File: config.mk
export PLATFORM = sky130hd
export DESIGN_NAME = bounded_fifo_running_average
export DESIGN_NICKNAME = d
export VERILOG_FILES = /design/src/bfra_pkg.sv /design/src/bounded_fifo_running_average.sv /design/src/bfra_cell.sv /design/src/bfra_div.sv
export VERILOG_INCLUDE_DIRS = /design/src /design/src/src
export SDC_FILE = /design/constraint.sdc
export NUM_CORES = 1
export LEC_CHECK = 0
export BUFFER_PORTS_ARGS = -buffer_cell sky130_fd_sc_hd__buf_2
export CAP_MARGIN = 20
export CORE_MARGIN = 2
export CORE_UTILIZATION = 55
export CTS_CLUSTER_DIAMETER = 80
export DETAILED_ROUTE_END_ITERATION = 6
export PLACE_DENSITY = 0.86
export SYNTH_ARGS = -nofsm -noshare
export SYNTH_HDL_FRONTEND = slang
export SYNTH_SLANG_ARGS = --single-unit
File: constraint.sdc
create_clock -name clk_i -period 6.5 [get_ports clk_i]
set_input_delay 0.325 -clock clk_i [delete_from_list [all_inputs] [get_ports clk_i]]
set_output_delay 0.325 -clock clk_i [all_outputs]
set_load 0.02 [all_outputs]
File: src/bounded_fifo_running_average_macros.svh
// assertion macros for the bounded fifo running average block
`ifndef BOUNDED_FIFO_RUNNING_AVERAGE_MACROS_SVH
`define BOUNDED_FIFO_RUNNING_AVERAGE_MACROS_SVH

// condition holds at every edge out of reset
`define BFRA_ASSERT_ALWAYS(lbl, cond, msg) \
  lbl: assert property (@(posedge clk_i) disable iff (!rst_ni) (cond)) else $error(msg);

// trigger implies condition at the next edge
`define BFRA_ASSERT_NEXT(lbl, trig, cond, msg) \
  lbl: assert property (@(posedge clk_i) disable iff (!rst_ni) (trig) |=> (cond)) \
    else $error(msg);

`endif

File: src/bfra_pkg.sv
// shared types and constants of the bounded fifo running average block
package bfra_pkg;

  localparam int unsigned QUEUE_DEPTH_DEF = 8;
  localparam int unsigned RATE_MAX        = 255;
  localparam int unsigned DIV_RADIX_BITS  = 4;
  localparam int unsigned ID_W            = 10;
  localparam int unsigned RATE_W          = 8;
  localparam int unsigned STATUS_W        = 2;

  localparam logic OP_INSERT = 1'b0;
  localparam logic OP_REMOVE = 1'b1;

  localparam logic [STATUS_W-1:0] STATUS_AVERAGE = 2'd0;
  localparam logic [STATUS_W-1:0] STATUS_REMOVED = 2'd1;
  localparam logic [STATUS_W-1:0] STATUS_EMPTY   = 2'd2;

  typedef struct packed {
    logic [ID_W-1:0]   id;
    logic [RATE_W-1:0] rate;
  } entry_t;

  typedef struct packed {
    logic shift;
    logic load;
  } cell_ctrl_t;

endpackage

File: src/bounded_fifo_running_average.sv
// top level of the bounded fifo running average block
//
// Input channel (in_valid_i / in_ready_o) takes one operation per transfer:
// op_i insert appends (item_id_i, rate_value_i), dropping the oldest entry
// silently when the queue is full; op_i remove pops the oldest entry.
// Output channel (out_valid_o / out_ready_i) gives exactly one result per
// operation: status average with the rounded mean rate of held entries,
// status removed with the popped id, or status empty on a remove from an
// empty queue. Unused result fields read zero.
// The entries sit in a chain of cells; a pop shifts every cell toward the
// head together. The mean comes from a divider that resolves four
// quotient bits per cycle. A remove result is registered straight from
// the idle state; an insert first waits in the division state until the
// divider is done. One operation is in flight at a time; a new transfer
// is taken once the previous result has moved into the output register.
// If the receiver stalls, a finished result waits behind the output register
// and in_ready_o stays low until the output register frees up.
// Reset empties the queue and clears the running sum.
`include "bounded_fifo_running_average_macros.svh"

module bounded_fifo_running_average #(
  parameter int unsigned QUEUE_DEPTH = bfra_pkg::QUEUE_DEPTH_DEF
) (
  input  logic                             clk_i,
  input  logic                             rst_ni,
  input  logic                             in_valid_i,
  output logic                             in_ready_o,
  input  logic                             op_i,
  input  logic [bfra_pkg::ID_W-1:0]        item_id_i,
  input  logic [bfra_pkg::RATE_W-1:0]      rate_value_i,
  output logic                             out_valid_o,
  input  logic                             out_ready_i,
  output logic [bfra_pkg::STATUS_W-1:0]    status_o,
  output logic [bfra_pkg::RATE_W-1:0]      average_o,
  output logic [bfra_pkg::ID_W-1:0]        removed_id_o
);
  import bfra_pkg::*;

  localparam int unsigned SumW = $clog2(QUEUE_DEPTH*RATE_MAX+1);
  localparam int unsigned CntW = $clog2(QUEUE_DEPTH+1);

  typedef enum logic [1:0] {
    S_IDLE,
    S_DIV,
    S_DONE
  } state_e;

  state_e                state_q;
  logic [CntW-1:0]       count_q, count_d;
  logic [SumW-1:0]       sum_q, sum_d;
  logic [STATUS_W-1:0]   res_status_q;
  logic [RATE_W-1:0]     res_avg_q;
  logic [ID_W-1:0]       res_id_q;
  logic                  out_valid_q;
  logic [STATUS_W-1:0]   status_q;
  logic [RATE_W-1:0]     average_q;
  logic [ID_W-1:0]       removed_id_q;

  logic                  accept, full, empty, do_pop, load_out;
  entry_t                new_entry;
  entry_t                entries [QUEUE_DEPTH];
  cell_ctrl_t            ctrl    [QUEUE_DEPTH];
  logic                  div_done;
  logic [RATE_W-1:0]     div_avg;

  assign in_ready_o = (state_q == S_IDLE);
  assign accept     = in_valid_i && in_ready_o;
  assign full       = (count_q == CntW'(QUEUE_DEPTH));
  assign empty      = (count_q == '0);
  assign new_entry  = '{id: item_id_i, rate: rate_value_i};
  assign do_pop     = accept && (((op_i == OP_REMOVE) && !empty) ||
                                 ((op_i == OP_INSERT) && full));
  assign load_out   = (state_q == S_DONE) && (!out_valid_q || out_ready_i);

  for (genvar i = 0; i < QUEUE_DEPTH; i++) begin : g_cell
    entry_t nxt;
    if (i == QUEUE_DEPTH - 1) begin : g_last
      assign nxt = new_entry;
    end else begin : g_mid
      assign nxt = entries[i+1];
    end
    assign ctrl[i].shift = do_pop;
    assign ctrl[i].load  = accept && (op_i == OP_INSERT) && !full &&
                           (count_q == CntW'(i));
    bfra_cell u_cell (
      .clk_i   (clk_i),
      .ctrl_i  (ctrl[i]),
      .nxt_i   (nxt),
      .new_i   (new_entry),
      .entry_o (entries[i])
    );
  end

  always_comb begin
    count_d = count_q;
    sum_d   = sum_q;
    if (accept) begin
      if (op_i == OP_INSERT) begin
        if (full) begin
          sum_d = sum_q + SumW'(rate_value_i) - SumW'(entries[0].rate);
        end else begin
          sum_d   = sum_q + SumW'(rate_value_i);
          count_d = count_q + CntW'(1);
        end
      end else if (!empty) begin
        sum_d   = sum_q - SumW'(entries[0].rate);
        count_d = count_q - CntW'(1);
      end
    end
  end

  bfra_div #(
    .QUEUE_DEPTH (QUEUE_DEPTH)
  ) u_div (
    .clk_i      (clk_i),
    .rst_ni     (rst_ni),
    .start_i    (accept && (op_i == OP_INSERT)),
    .dividend_i (sum_d),
    .divisor_i  (count_d),
    .done_o     (div_done),
    .average_o  (div_avg)
  );

  always_ff @(posedge clk_i or negedge rst_ni) begin
    if (!rst_ni) begin
      state_q      <= S_IDLE;
      count_q      <= '0;
      sum_q        <= '0;
      out_valid_q  <= 1'b0;
      res_status_q <= STATUS_AVERAGE;
      res_avg_q    <= '0;
      res_id_q     <= '0;
      status_q     <= STATUS_AVERAGE;
      average_q    <= '0;
      removed_id_q <= '0;
    end else begin
      count_q <= count_d;
      sum_q   <= sum_d;
      if (load_out) begin
        out_valid_q <= 1'b1;
      end else if (out_ready_i) begin
        out_valid_q <= 1'b0;
      end
      unique case (state_q)
        S_IDLE: begin
          if (accept) begin
            if (op_i == OP_INSERT) begin
              res_status_q <= STATUS_AVERAGE;
              res_id_q     <= '0;
              state_q      <= S_DIV;
            end else begin
              res_avg_q <= '0;
              if (empty) begin
                res_status_q <= STATUS_EMPTY;
                res_id_q     <= '0;
              end else begin
                res_status_q <= STATUS_REMOVED;
                res_id_q     <= entries[0].id;
              end
              state_q <= S_DONE;
            end
          end
        end
        S_DIV: begin
          if (div_done) begin
            res_avg_q <= div_avg;
            state_q   <= S_DONE;
          end
        end
        S_DONE: begin
          if (load_out) begin
            status_q     <= res_status_q;
            average_q    <= res_avg_q;
            removed_id_q <= res_id_q;
            state_q      <= S_IDLE;
          end
        end
        default: state_q <= S_IDLE;
      endcase
    end
  end

  assign out_valid_o  = out_valid_q;
  assign status_o     = status_q;
  assign average_o    = average_q;
  assign removed_id_o = removed_id_q;

  `BFRA_ASSERT_ALWAYS(a_count_bound, count_q <= CntW'(QUEUE_DEPTH), "entry count above depth")
  `BFRA_ASSERT_NEXT(a_busy_after_accept, accept, !in_ready_o, "transfer taken while busy")
  `BFRA_ASSERT_ALWAYS(a_done_in_div, !div_done || (state_q == S_DIV), "divider done out of turn")
  `BFRA_ASSERT_NEXT(a_insert_divides, accept && (op_i == OP_INSERT), state_q == S_DIV,
                    "insert did not start division")

endmodule

File: src/bfra_cell.sv
// one queue cell: holds an entry, takes its neighbor's on shift or a new one on load
module bfra_cell (
  input  logic             clk_i,
  input  bfra_pkg::cell_ctrl_t ctrl_i,
  input  bfra_pkg::entry_t nxt_i,
  input  bfra_pkg::entry_t new_i,
  output bfra_pkg::entry_t entry_o
);
  import bfra_pkg::*;

  entry_t entry_q;

  always_ff @(posedge clk_i) begin
    if (ctrl_i.shift) begin
      entry_q <= nxt_i;
    end else if (ctrl_i.load) begin
      entry_q <= new_i;
    end
  end

  assign entry_o = entry_q;

endmodule

File: src/bfra_div.sv
// multi-bit-per-cycle restoring divider with round-half-even of the mean
module bfra_div #(
  parameter int unsigned QUEUE_DEPTH = bfra_pkg::QUEUE_DEPTH_DEF
) (
  input  logic                                                   clk_i,
  input  logic                                                   rst_ni,
  input  logic                                                   start_i,
  input  logic [$clog2(QUEUE_DEPTH*bfra_pkg::RATE_MAX+1)-1:0]    dividend_i,
  input  logic [$clog2(QUEUE_DEPTH+1)-1:0]                       divisor_i,
  output logic                                                   done_o,
  output logic [bfra_pkg::RATE_W-1:0]                            average_o
);
  import bfra_pkg::*;

  localparam int unsigned SumW  = $clog2(QUEUE_DEPTH*RATE_MAX+1);
  localparam int unsigned CntW  = $clog2(QUEUE_DEPTH+1);
  localparam int unsigned Steps = (SumW + DIV_RADIX_BITS - 1) / DIV_RADIX_BITS;
  localparam int unsigned QuoW  = Steps * DIV_RADIX_BITS;
  localparam int unsigned StepW = (Steps > 1) ? $clog2(Steps) : 1;

  logic [QuoW-1:0]  a_q, a_d, q_q, q_d;
  logic [CntW:0]    r_q, r_d;
  logic [CntW-1:0]  div_q;
  logic [StepW-1:0] step_q;
  logic             busy_q, done_q;
  logic [CntW+1:0]  r2, n2;
  logic             round_up;

  always_comb begin
    a_d = a_q;
    q_d = q_q;
    r_d = r_q;
    for (int k = 0; k < DIV_RADIX_BITS; k++) begin
      r_d = {r_d[CntW-1:0], a_d[QuoW-1]};
      a_d = {a_d[QuoW-2:0], 1'b0};
      if (r_d >= {1'b0, div_q}) begin
        r_d = r_d - {1'b0, div_q};
        q_d = {q_d[QuoW-2:0], 1'b1};
      end else begin
        q_d = {q_d[QuoW-2:0], 1'b0};
      end
    end
  end

  always_ff @(posedge clk_i or negedge rst_ni) begin
    if (!rst_ni) begin
      busy_q <= 1'b0;
      done_q <= 1'b0;
      step_q <= '0;
    end else begin
      done_q <= !start_i && busy_q && (step_q == StepW'(Steps - 1));
      if (start_i) begin
        busy_q <= 1'b1;
        step_q <= '0;
      end else if (busy_q) begin
        step_q <= step_q + StepW'(1);
        if (step_q == StepW'(Steps - 1)) begin
          busy_q <= 1'b0;
        end
      end
    end
  end

  always_ff @(posedge clk_i) begin
    if (start_i) begin
      a_q   <= QuoW'(dividend_i);
      q_q   <= '0;
      r_q   <= '0;
      div_q <= divisor_i;
    end else if (busy_q) begin
      a_q <= a_d;
      q_q <= q_d;
      r_q <= r_d;
    end
  end

  assign r2       = {r_q, 1'b0};
  assign n2       = (CntW+2)'(div_q);
  assign round_up = (r2 > n2) || ((r2 == n2) && q_q[0]);
  assign average_o = q_q[RATE_W-1:0] + RATE_W'(round_up);
  assign done_o    = done_q;

endmodule

* Word level (Yosys, flattened, before mapping) *
Cells that the tools add are included.

word-level totals
  logic and storage cells = 163
  register bits = 235
  bits of input ports = 23

cells by class
  reduce and logical (&&, ||, !) cells = 42
  add/sub/neg operators = 11
  equal/unequal tests = 16
  mux-type cells = 54
  bitwise logic cells = 1
  order comparisons = 5

operators with widths
  cell                                                                      number
  18-bit two-way mux                                                        16
  11-bit two-way mux                                                        6
  4-bit two-way mux                                                         7
  8-bit two-way mux                                                         3
  2-bit nonzero test                                                        11
  11-bit by 8-bit subtractor with 11-bit output                             2
  5-bit by 4-bit greater-or-equal comparator with 1-bit output              4
  10-bit two-way mux                                                        2
  1-bit logical AND                                                         18
  4-bit by 3-bit == test with 1-bit output (second input constant)          4
  2-bit two-way mux                                                         8
  8-bit one-hot mux with 2 select lines                                     1
  4-bit subtractor                                                          3
  11-bit by 8-bit adder with 11-bit output                                  1
  1-bit two-way mux                                                         9
  8-bit by 1-bit adder with 8-bit output                                    1
  4-bit by 2-bit == test with 1-bit output (second input constant)          2
  6-bit by 4-bit == test with 1-bit output                                  1
  6-bit by 4-bit greater-than comparator with 1-bit output                  1
  2-bit by 1-bit inequality test with 1-bit output (second input constant)  3
  2-bit one-hot mux with 3 select lines                                     1
  5-bit two-way mux                                                         1
  5-bit by 4-bit subtractor with 5-bit output                               1
  4-bit by 1-bit adder with 4-bit output (second input constant)            1
  other kinds (15)                                                          22

* Depth between registers and ports, before layout *
Gate-level depths: netlist of run 1.

  word-level depth = 8
  gate-level depth with buffers = 28
  depth with buffers taken out = 27

* Modules after synthesis *
A second synthesis of run 1 with hierarchy kept.

second synthesis, totals
  cell total of the unflattened synthesis = 903
  area total of the unflattened synthesis = 12,420.7 µm²

modules (own cells, without submodules)
  module                        instances  cells each  area each (µm²)
  bfra_cell                     8          39          814.5
  bounded_fifo_running_average  1          375         3,668.5
  bfra_div                      1          216         2,235.9

* Worst setup path after synthesis of run 1 *
No wires, ideal clock.

  path type = reg-to-reg
  start point = register u_div.div_q[1]
  end point = register u_div.r_q[0]
  stages on the path, launching flop included = 29
  arrival = 6.094 ns
  path slack = 0.336 ns
  setup time = 0.070 ns
  path through = edfxtp_1 -> inv_1 -> ha_1 -> nor2b_4 -> o31a_4 -> nor2_1 -> mux2i_1 -> inv_1 -> ha_1 -> nor3_1 -> a211o_1 -> o31ai_4 -> buf_2 -> nor2_1 -> a21oi_1 -> ha_1 -> nor3_1 -> a211oi_1 -> or3b_4 -> mux2i_4 -> mux2i_1 -> ha_1 -> a21o_1 -> a21o_1 -> a21o_1 -> a21oi_1 -> o211ai_2 -> mux2_1 -> a21oi_1

on the way
  word-level cells in the longest chain between the ends = 8
  elaborated cells between the ends (all ways) = 11
  those cells by class = add/sub: 3; order compare: 4; mux: 4

ends and longest elaborated chain
  what                                                                                                     line                            text
  start: declaration                                                                                       bfra_div.sv:23                  logic [CntW-1:0] div_q;
  start signal: assignment                                                                                 bfra_div.sv:69                  div_q <= divisor_i;
  4-bit subtractor / 5-bit by 4-bit greater-or-equal comparator with 1-bit output (equally long branches)  bfra_div.sv:37, bfra_div.sv:36
  4-bit two-way mux                                                                                        bfra_div.sv:36                  if (r_d >= {1'b0, div_q}) begin
  4-bit subtractor / 5-bit by 4-bit greater-or-equal comparator with 1-bit output (equally long branches)  bfra_div.sv:37, bfra_div.sv:36
  4-bit two-way mux                                                                                        bfra_div.sv:36
  4-bit subtractor / 5-bit by 4-bit greater-or-equal comparator with 1-bit output (equally long branches)  bfra_div.sv:37, bfra_div.sv:36
  4-bit two-way mux                                                                                        bfra_div.sv:36
  5-bit by 4-bit greater-or-equal comparator with 1-bit output *                                           bfra_div.sv:36
  5-bit two-way mux *                                                                                      bfra_div.sv:36
  end signal: assignment                                                                                   bfra_div.sv:73                  r_q <= r_d;
  end: declaration                                                                                         bfra_div.sv:22                  logic [CntW:0] r_q, r_d;

Every way passes the cells marked *; elsewhere a longest branch is shown, timed or not.
A chain may end at the register's enable or synchronous reset.

* Worst setup path after layout of run 1 *
Ends and elaborated chain as after synthesis.

==> results of run 1 <==
[metal layers]
layer / share of wire [%] / wire length [um] / GRT usage, % / vias to the layer above
li1: - / - / - / 3543
met1: 44 / 9990 / 28.3 / 3622
met2: 48 / 10900 / 34.7 / 177
met3: 4.4 / 985 / 2.76 / 46
met4: 2.7 / 605 / 6.95 / 0
met5: 0 / 0 / 0 / -
[final cells by class]
| type | count | area, um^2 |
|---|---|---|
| inverters | 41 | 154 |
| multi-input cells | 609 | 4550 |
| repair buffers | 71 | 503 |
| clock inverters | 19 | 183 |
| clock buffers | 25 | 604 |
| flip-flops and latches | 235 | 6610 |
| fillers | 1464 | 7430 |
| well taps | 270 | 338 |
[repair_timing]
| action | in CTS | in global routing |
|---|---|---|
| gates resized for setup | 0 | 5 |
| hold endpoints to repair | 10 | 0 |
| buffers inserted | 0 | 5 |
| setup endpoints to repair | 0 | 5 |
| hold buffers | 10 | 0 |
[how the worst max path moves through the flow]
stage / startpoint / to / slack [ns]
3_5_place_dp: u_div.div_q[1] / u_div.r_q[0] / 0.02
5_1_grt: u_div.div_q[1] / u_div.r_q[0] / 0.09
6_report: u_div.div_q[1] / u_div.r_q[0] / 0.40
3_3_place_gp: u_div.div_q[1] / u_div.r_q[0] / 0.17
2_1_floorplan: u_div.div_q[1] / u_div.r_q[0] / 0.34
4_1_cts: u_div.div_q[1] / u_div.r_q[0] / 0.02
[kinds of logic (layout without fill, tap and decap cells)]
kind of cell / after synthesis / after routing
compound gates: 291 / 291
xor+xnor: 32 / 32
fa+ha+maj: 54 / 54
buf+inv: 93 / 156
flops: 235 / 235
mux: 37 / 37
simple gates: 195 / 195
[critical path, delay by kind of cell, from the launching register on]
kind / cells / cell delay, ns
adders and majority gates: 4 / 1.18
DFF: 1 / 0.42
buffers and inverters: 3 / 0.40
and+or+nand+nor: 5 / 0.96
AOI/OAI and AO/OA: 10 / 1.86
muxes: 5 / 1.19
[placed cells by master (no fill, tap or decap), drive strengths merged, types with 17 or more instances in the layout]
cell / n
buf: 61
a21o: 139
mux2: 26
dfrtp: 62
nand2: 42
xnor2: 19
ha: 47
clkinv: 17
nand3: 17
clkbuf: 25
nor2b: 26
o21ai: 46
edfxtp: 159
nor2: 57
a21oi: 30
inv: 38
[registers in the layout (all words and copies together), names as in the netlist, 5 cells and up]
signal / count
g_cell.u_cell.entry_o: 144
u_div.a_q: 12
sum_q: 11
removed_id_o: 10
res_id_q: 10
average_o: 8
res_avg_q: 8
u_div.q_q: 8
u_div.r_q: 5
[stage by stage]
stage | utilization (%) | cells | setup slack [ns]
floorplan | - | 937 | 0.336
global placement | 58.5 | 1207 | 0.167
detailed placement | 58.8 | 1210 | 0.0219
CTS | 63.2 | 1264 | 0.0231
global route | 63.5 | 1270 | 0.0864
finish | 63.5 | 1270 | 0.397
==> flow_summary_export.csv, run 1 <==
group,metric,value,unit
synth,async_flop_share,26.4,%
synth,synth_edf_count,159,
die,rows,52,
clock_tree,cts.sinks,235,
sta,rsz0062_at_grt,"no",
sta,finalClockSkew,0.00875,ns
synth,synth_most_common_cell,"edfxtp_1",
die,coreArea,0.0204,mm^2
setup_path,cp_slowest_stage_delay,0.42,ns
finish,num_antenna_cells,0,
synth,synth-compound-area-share,18.3,%
flow_run,drv_cap,0,
synth,syn_avg_cell_area,12.2,um^2
die,dieArea,0.0220,mm^2
sta,setup_violations,0,
die,initial_utilization,56.3,%
drt,vias,7388,
grt,grt_pass1_vias,7357,
sta,holdWs,-0.0366,ns
synth,synthSimpleGateAreaFrac,8.51,%
synth,yosys.area.top_type_share,41.6,%
finish,final_area,0.0129,mm^2
synth,synth_ff_type,"edfxtp_1",
sta,maxSlewViolCount,0,
finish,area_delta_synth_final,12.8,%
clock_tree,clk_path_buf_depth,3,
clock_tree,htreeDepth,1,
clock_tree,cts_root_buf,"clkbuf_16",
setup_path,crit_slowest_cell,"edfxtp_1",
synth,synth-xor-area-share,2.44,%
synth,ys_top_cells_by_count,"159 x edfxtp_1, 139 x a21o_1, 62 x dfrtp_1, 57 x nor2_1, 47 x ha_1",
setup_path,r2r_setup_slack,0.40,ns
drt,post-route-drc-count,0,
hold_path,worst_hold_path_type,"input pin to async pin",
setup_path,critPathArrivalTime,6.55,ns
grt,antenna_found_initial,0,
synth,synth-seq-area-share,57.6,%
drt,detail-route-antenna-nets,0,
grt,grt_util_all_layers,20.8,%
synth,ys_top_cells_by_area,"edfxtp_1 42%, dfrtp_1 14%, a21o_1 9.1%",
clock_tree,clkTransAtPathRegs,0.06,ns
setup_path,crit_path_max_fanout,8,
synth,synth_top_family_by_area,"compound AO/OA/AOI/OAI gates",
synth,yosys.area.top_type,"edfxtp_1",
sta,worst_pin_slew,1.03,ns
sta,fin_crit_sh,93.9,%
synth,yosysWarnings,0,
sta,period_needed,6.10,ns
sta,clock.fmax,0.164,GHz
drt,viasPerCell,5.82,
placement,placed_cell_area,0.0120,mm^2
die,die_h,148,um
drt,dr.first_iter.drc_count,519,
setup_path,required,6.94,ns
setup_path,cp-end-kind,"flop",
placement,gp_congestion,0.845,
synth,synth_nets,1014,
sta,tns,0,ns
synth,yosysUniqueCellTypes,73,
drt,routedWlPerCell,17.7,um
die,ios,45,
sta,hold_viol,30,
synth,synth_seq_cells,235,
outcome,outcome,"finished with violations",
clock_tree,clk_latency,0.52,ns
clock_tree,cts_buffers,24,
setup_path,start_kind,"flop",
grt,grt_max_degree,121,
synth,syn_inst,937,
synth,synthMuxAreaShare,3.65,%
grt,global_route.overflow_total,0,
setup_path,path_class,"flop to flop",
finish,drive_above_1_share,15.4,%
synth,synthesis.area,0.0115,mm^2
setup_path,r2r-end,"u_div.r_q[0]",
drt,drt_wl_total,22500,um
setup_path,r2r_cells,27,
placement,io_buffers,44,
outcome,violations,"negative hold slack",
placement,dp_hpwl,15100,um
synth,synthAdderAreaFrac,6.35,%
drt,drt_first_pass_iters,4,
grt,grt_pass1_wl,36800,um
sta,max-slew-margin-rel,31.1,%
die,die_x,148,um
finish,final_nets,1059,
setup_path,timing.rr.start,"u_div.div_q[1]",
setup_path,cp_common_cell,"ha_1",
clock_tree,cts_tree,"done",
Power of run 1 is left out: the tool's default activity adds up to more than one toggle a clock period on the data nets, which glitch-free logic cannot reach.
==> run 2, diff against run 1 <==
Settings changed: REMOVE_ABC_BUFFERS set to 1.
==> flow_summary_export.csv, run 2 (same netlist as run 1, synthesis figures left out) <==
group,metric,value,unit
setup_path,crit_slowest_cell,"or3b_4",
setup_path,cp_slowest_stage_delay,0.42,ns
die,coreArea,0.0204,mm^2
clock_tree,cts_root_buf,"clkbuf_16",
setup_path,start_kind,"flop",
grt,grt_max_degree,63,
setup_path,r2r_setup_slack,0.46,ns
sta,fin_crit_sh,92.9,%
clock_tree,cts.sinks,235,
grt,gr-max-usage-layer,"met2",
finish,final_common_cell,"edfxtp_1",
sta,finalClockSkew,0.00703,ns
drt,viasPerCell,5.95,
placement,place_ws,0.268,ns
finish,drive_above_1_share,14.7,%
die,initial_utilization,56.3,%
clock_tree,cts_buffers,23,
drt,routedWlPerCell,18.1,um
die,ios,45,
placement,io_buffers,44,
outcome,outcome,"finished clean",
finish,final_cell_mix,"159 x edfxtp_1, 139 x a21o_1, 62 x dfrtp_1, 56 x nor2_1, 47 x ha_1",
sta,maxSlewViolCount,0,
placement,dp_hpwl,15100,um
clock_tree,clkTransAtPathRegs,0.06,ns
drt,drt_first_pass_iters,5,
setup_path,cp_common_cell,"ha_1",
grt,use_met2,35.9,%
grt,grtUsageMet1,28.0,%
die,dieArea,0.0220,mm^2
grt,grt_pass1_vias,7549,
sta,max-slew-margin-rel,28.0,%
drt,vias,7496,
die,die_x,148,um
sta,period_needed,6.04,ns
grt,antenna_found_initial,0,
setup_path,r2r_cells,28,
hold_path,worst_hold_path_type,"input pin to async pin",
setup_path,startpoint,"u_div.div_q[2]",
setup_path,crit_path_max_fanout,7,
clock_tree,clk_latency,0.50,ns
placement,gp_congestion,0.894,
setup_path,path_class,"flop to flop",
sta,setup_violations,0,
setup_path,required,6.93,ns
drt,detail-route-antenna-nets,0,
setup_path,cp-end-kind,"flop",
finish,final_nets,1051,
finish,final_cells,1260,
placement,place_inst,1211,
grt,use_met3,3.10,%
drt,post-route-drc-count,0,
drt,drt_wl_total,22800,um
setup_path,critPathArrivalTime,6.47,ns
setup_path,r2r-end,"u_div.r_q[0]",
grt,grt_pass1_wl,37500,um
sta,layout_setup_ws,0.459,ns
clock_tree,htreeDepth,1,
flow_run,drv_cap,0,
clock_tree,cts_tree,"done",
finish,largest_reg_flops,144,
sta,worst_pin_slew,1.08,ns
sta,hold_viol,0,
die,die_h,148,um
grt,global_route.overflow_total,0,
setup_path,critPathCapture,"u_div.r_q[0]",
setup_path,timing.rr.start,"u_div.div_q[2]",
finish,nFillCells,1485,
clock_tree,clk_path_buf_depth,3,
sta,tns,0,ns
sta,clock.fmax,0.166,GHz
finish,area_delta_synth_final,11.4,%
drt,dr.first_iter.drc_count,519,
die,rows,52,
finish,num_antenna_cells,0,
grt,grt_util_all_layers,21.1,%
==> run 2: area by class of cell <==
| cell class | count | area [um^2] | share of cell area (%) |
|---|---|---|---|
| Clock buffer | 35 | 651 | 5.09 |
| Clock inverter | 6 | 82.6 | 0.646 |
| Inverter | 41 | 154 | 1.20 |
| Multi-Input combinational cell | 609 | 4540 | 35.6 |
| Sequential cell | 235 | 6610 | 51.7 |
| Tap cell | 270 | 338 | 2.64 |
| Timing Repair Buffer | 64 | 403 | 3.15 |
==> run 2: worst min path at each step <==
| stage | slack, ns | to | depth (start not counted) |
|---|---|---|---|
| 6_report | 0.005 | average_o[0] | 2 |
| 5_1_grt | 0.006 | g_cell[7].u_cell.entry_o[12] | 1 |
| 4_1_cts | 0.00009 | g_cell[7].u_cell.entry_o[12] | 1 |
| 3_5_place_dp | 0.45 | res_id_q[3] | 1 |
| 3_3_place_gp | 0.44 | res_id_q[8] | 1 |
| 2_1_floorplan | 0.03 | average_o[0] | 0 |
==> run 2: through the flow <==
step / hold slack, ns / utilization (%) / cell area [um^2]
floorplan: 0.0294 / - / 11300
global placement: 0.445 / 58.6 / 11900
detailed placement: 0.453 / 58.6 / 11900
CTS: 0.0000872 / 62.4 / 12700
global route: 0.00591 / 62.7 / 12800
finish: 0.00483 / 62.7 / 12800
==> run 2: per-layer routing <==
metal,part of all wire (%),up-vias
met4,2.4,0
met3,5.2,50
met5,0,-
met2,49,212
met1,43,3714
li1,-,3520
==> run 2: worst max-delay path, delay by kind of cell (launching register included) <==
family / cells / cell delay [ns]
AOI/OAI and AO/OA: 11 / 1.83
buffers and inverters: 3 / 0.45
and+or+nand+nor: 7 / 1.19
adders and majority gates: 4 / 1.30
muxes: 3 / 0.86
DFF: 1 / 0.35
==> run 2: timing repair <==
| action | CTS | global route |
|---|---|---|
| endpoints found under the setup margin | 0 | 5 |
| buffers inserted | 0 | 2 |
| hold endpoints to repair | 5 | 0 |
| resized for setup | 0 | 4 |
| hold buffers | 5 | 0 |
Power of run 2 is left out for the same reason.
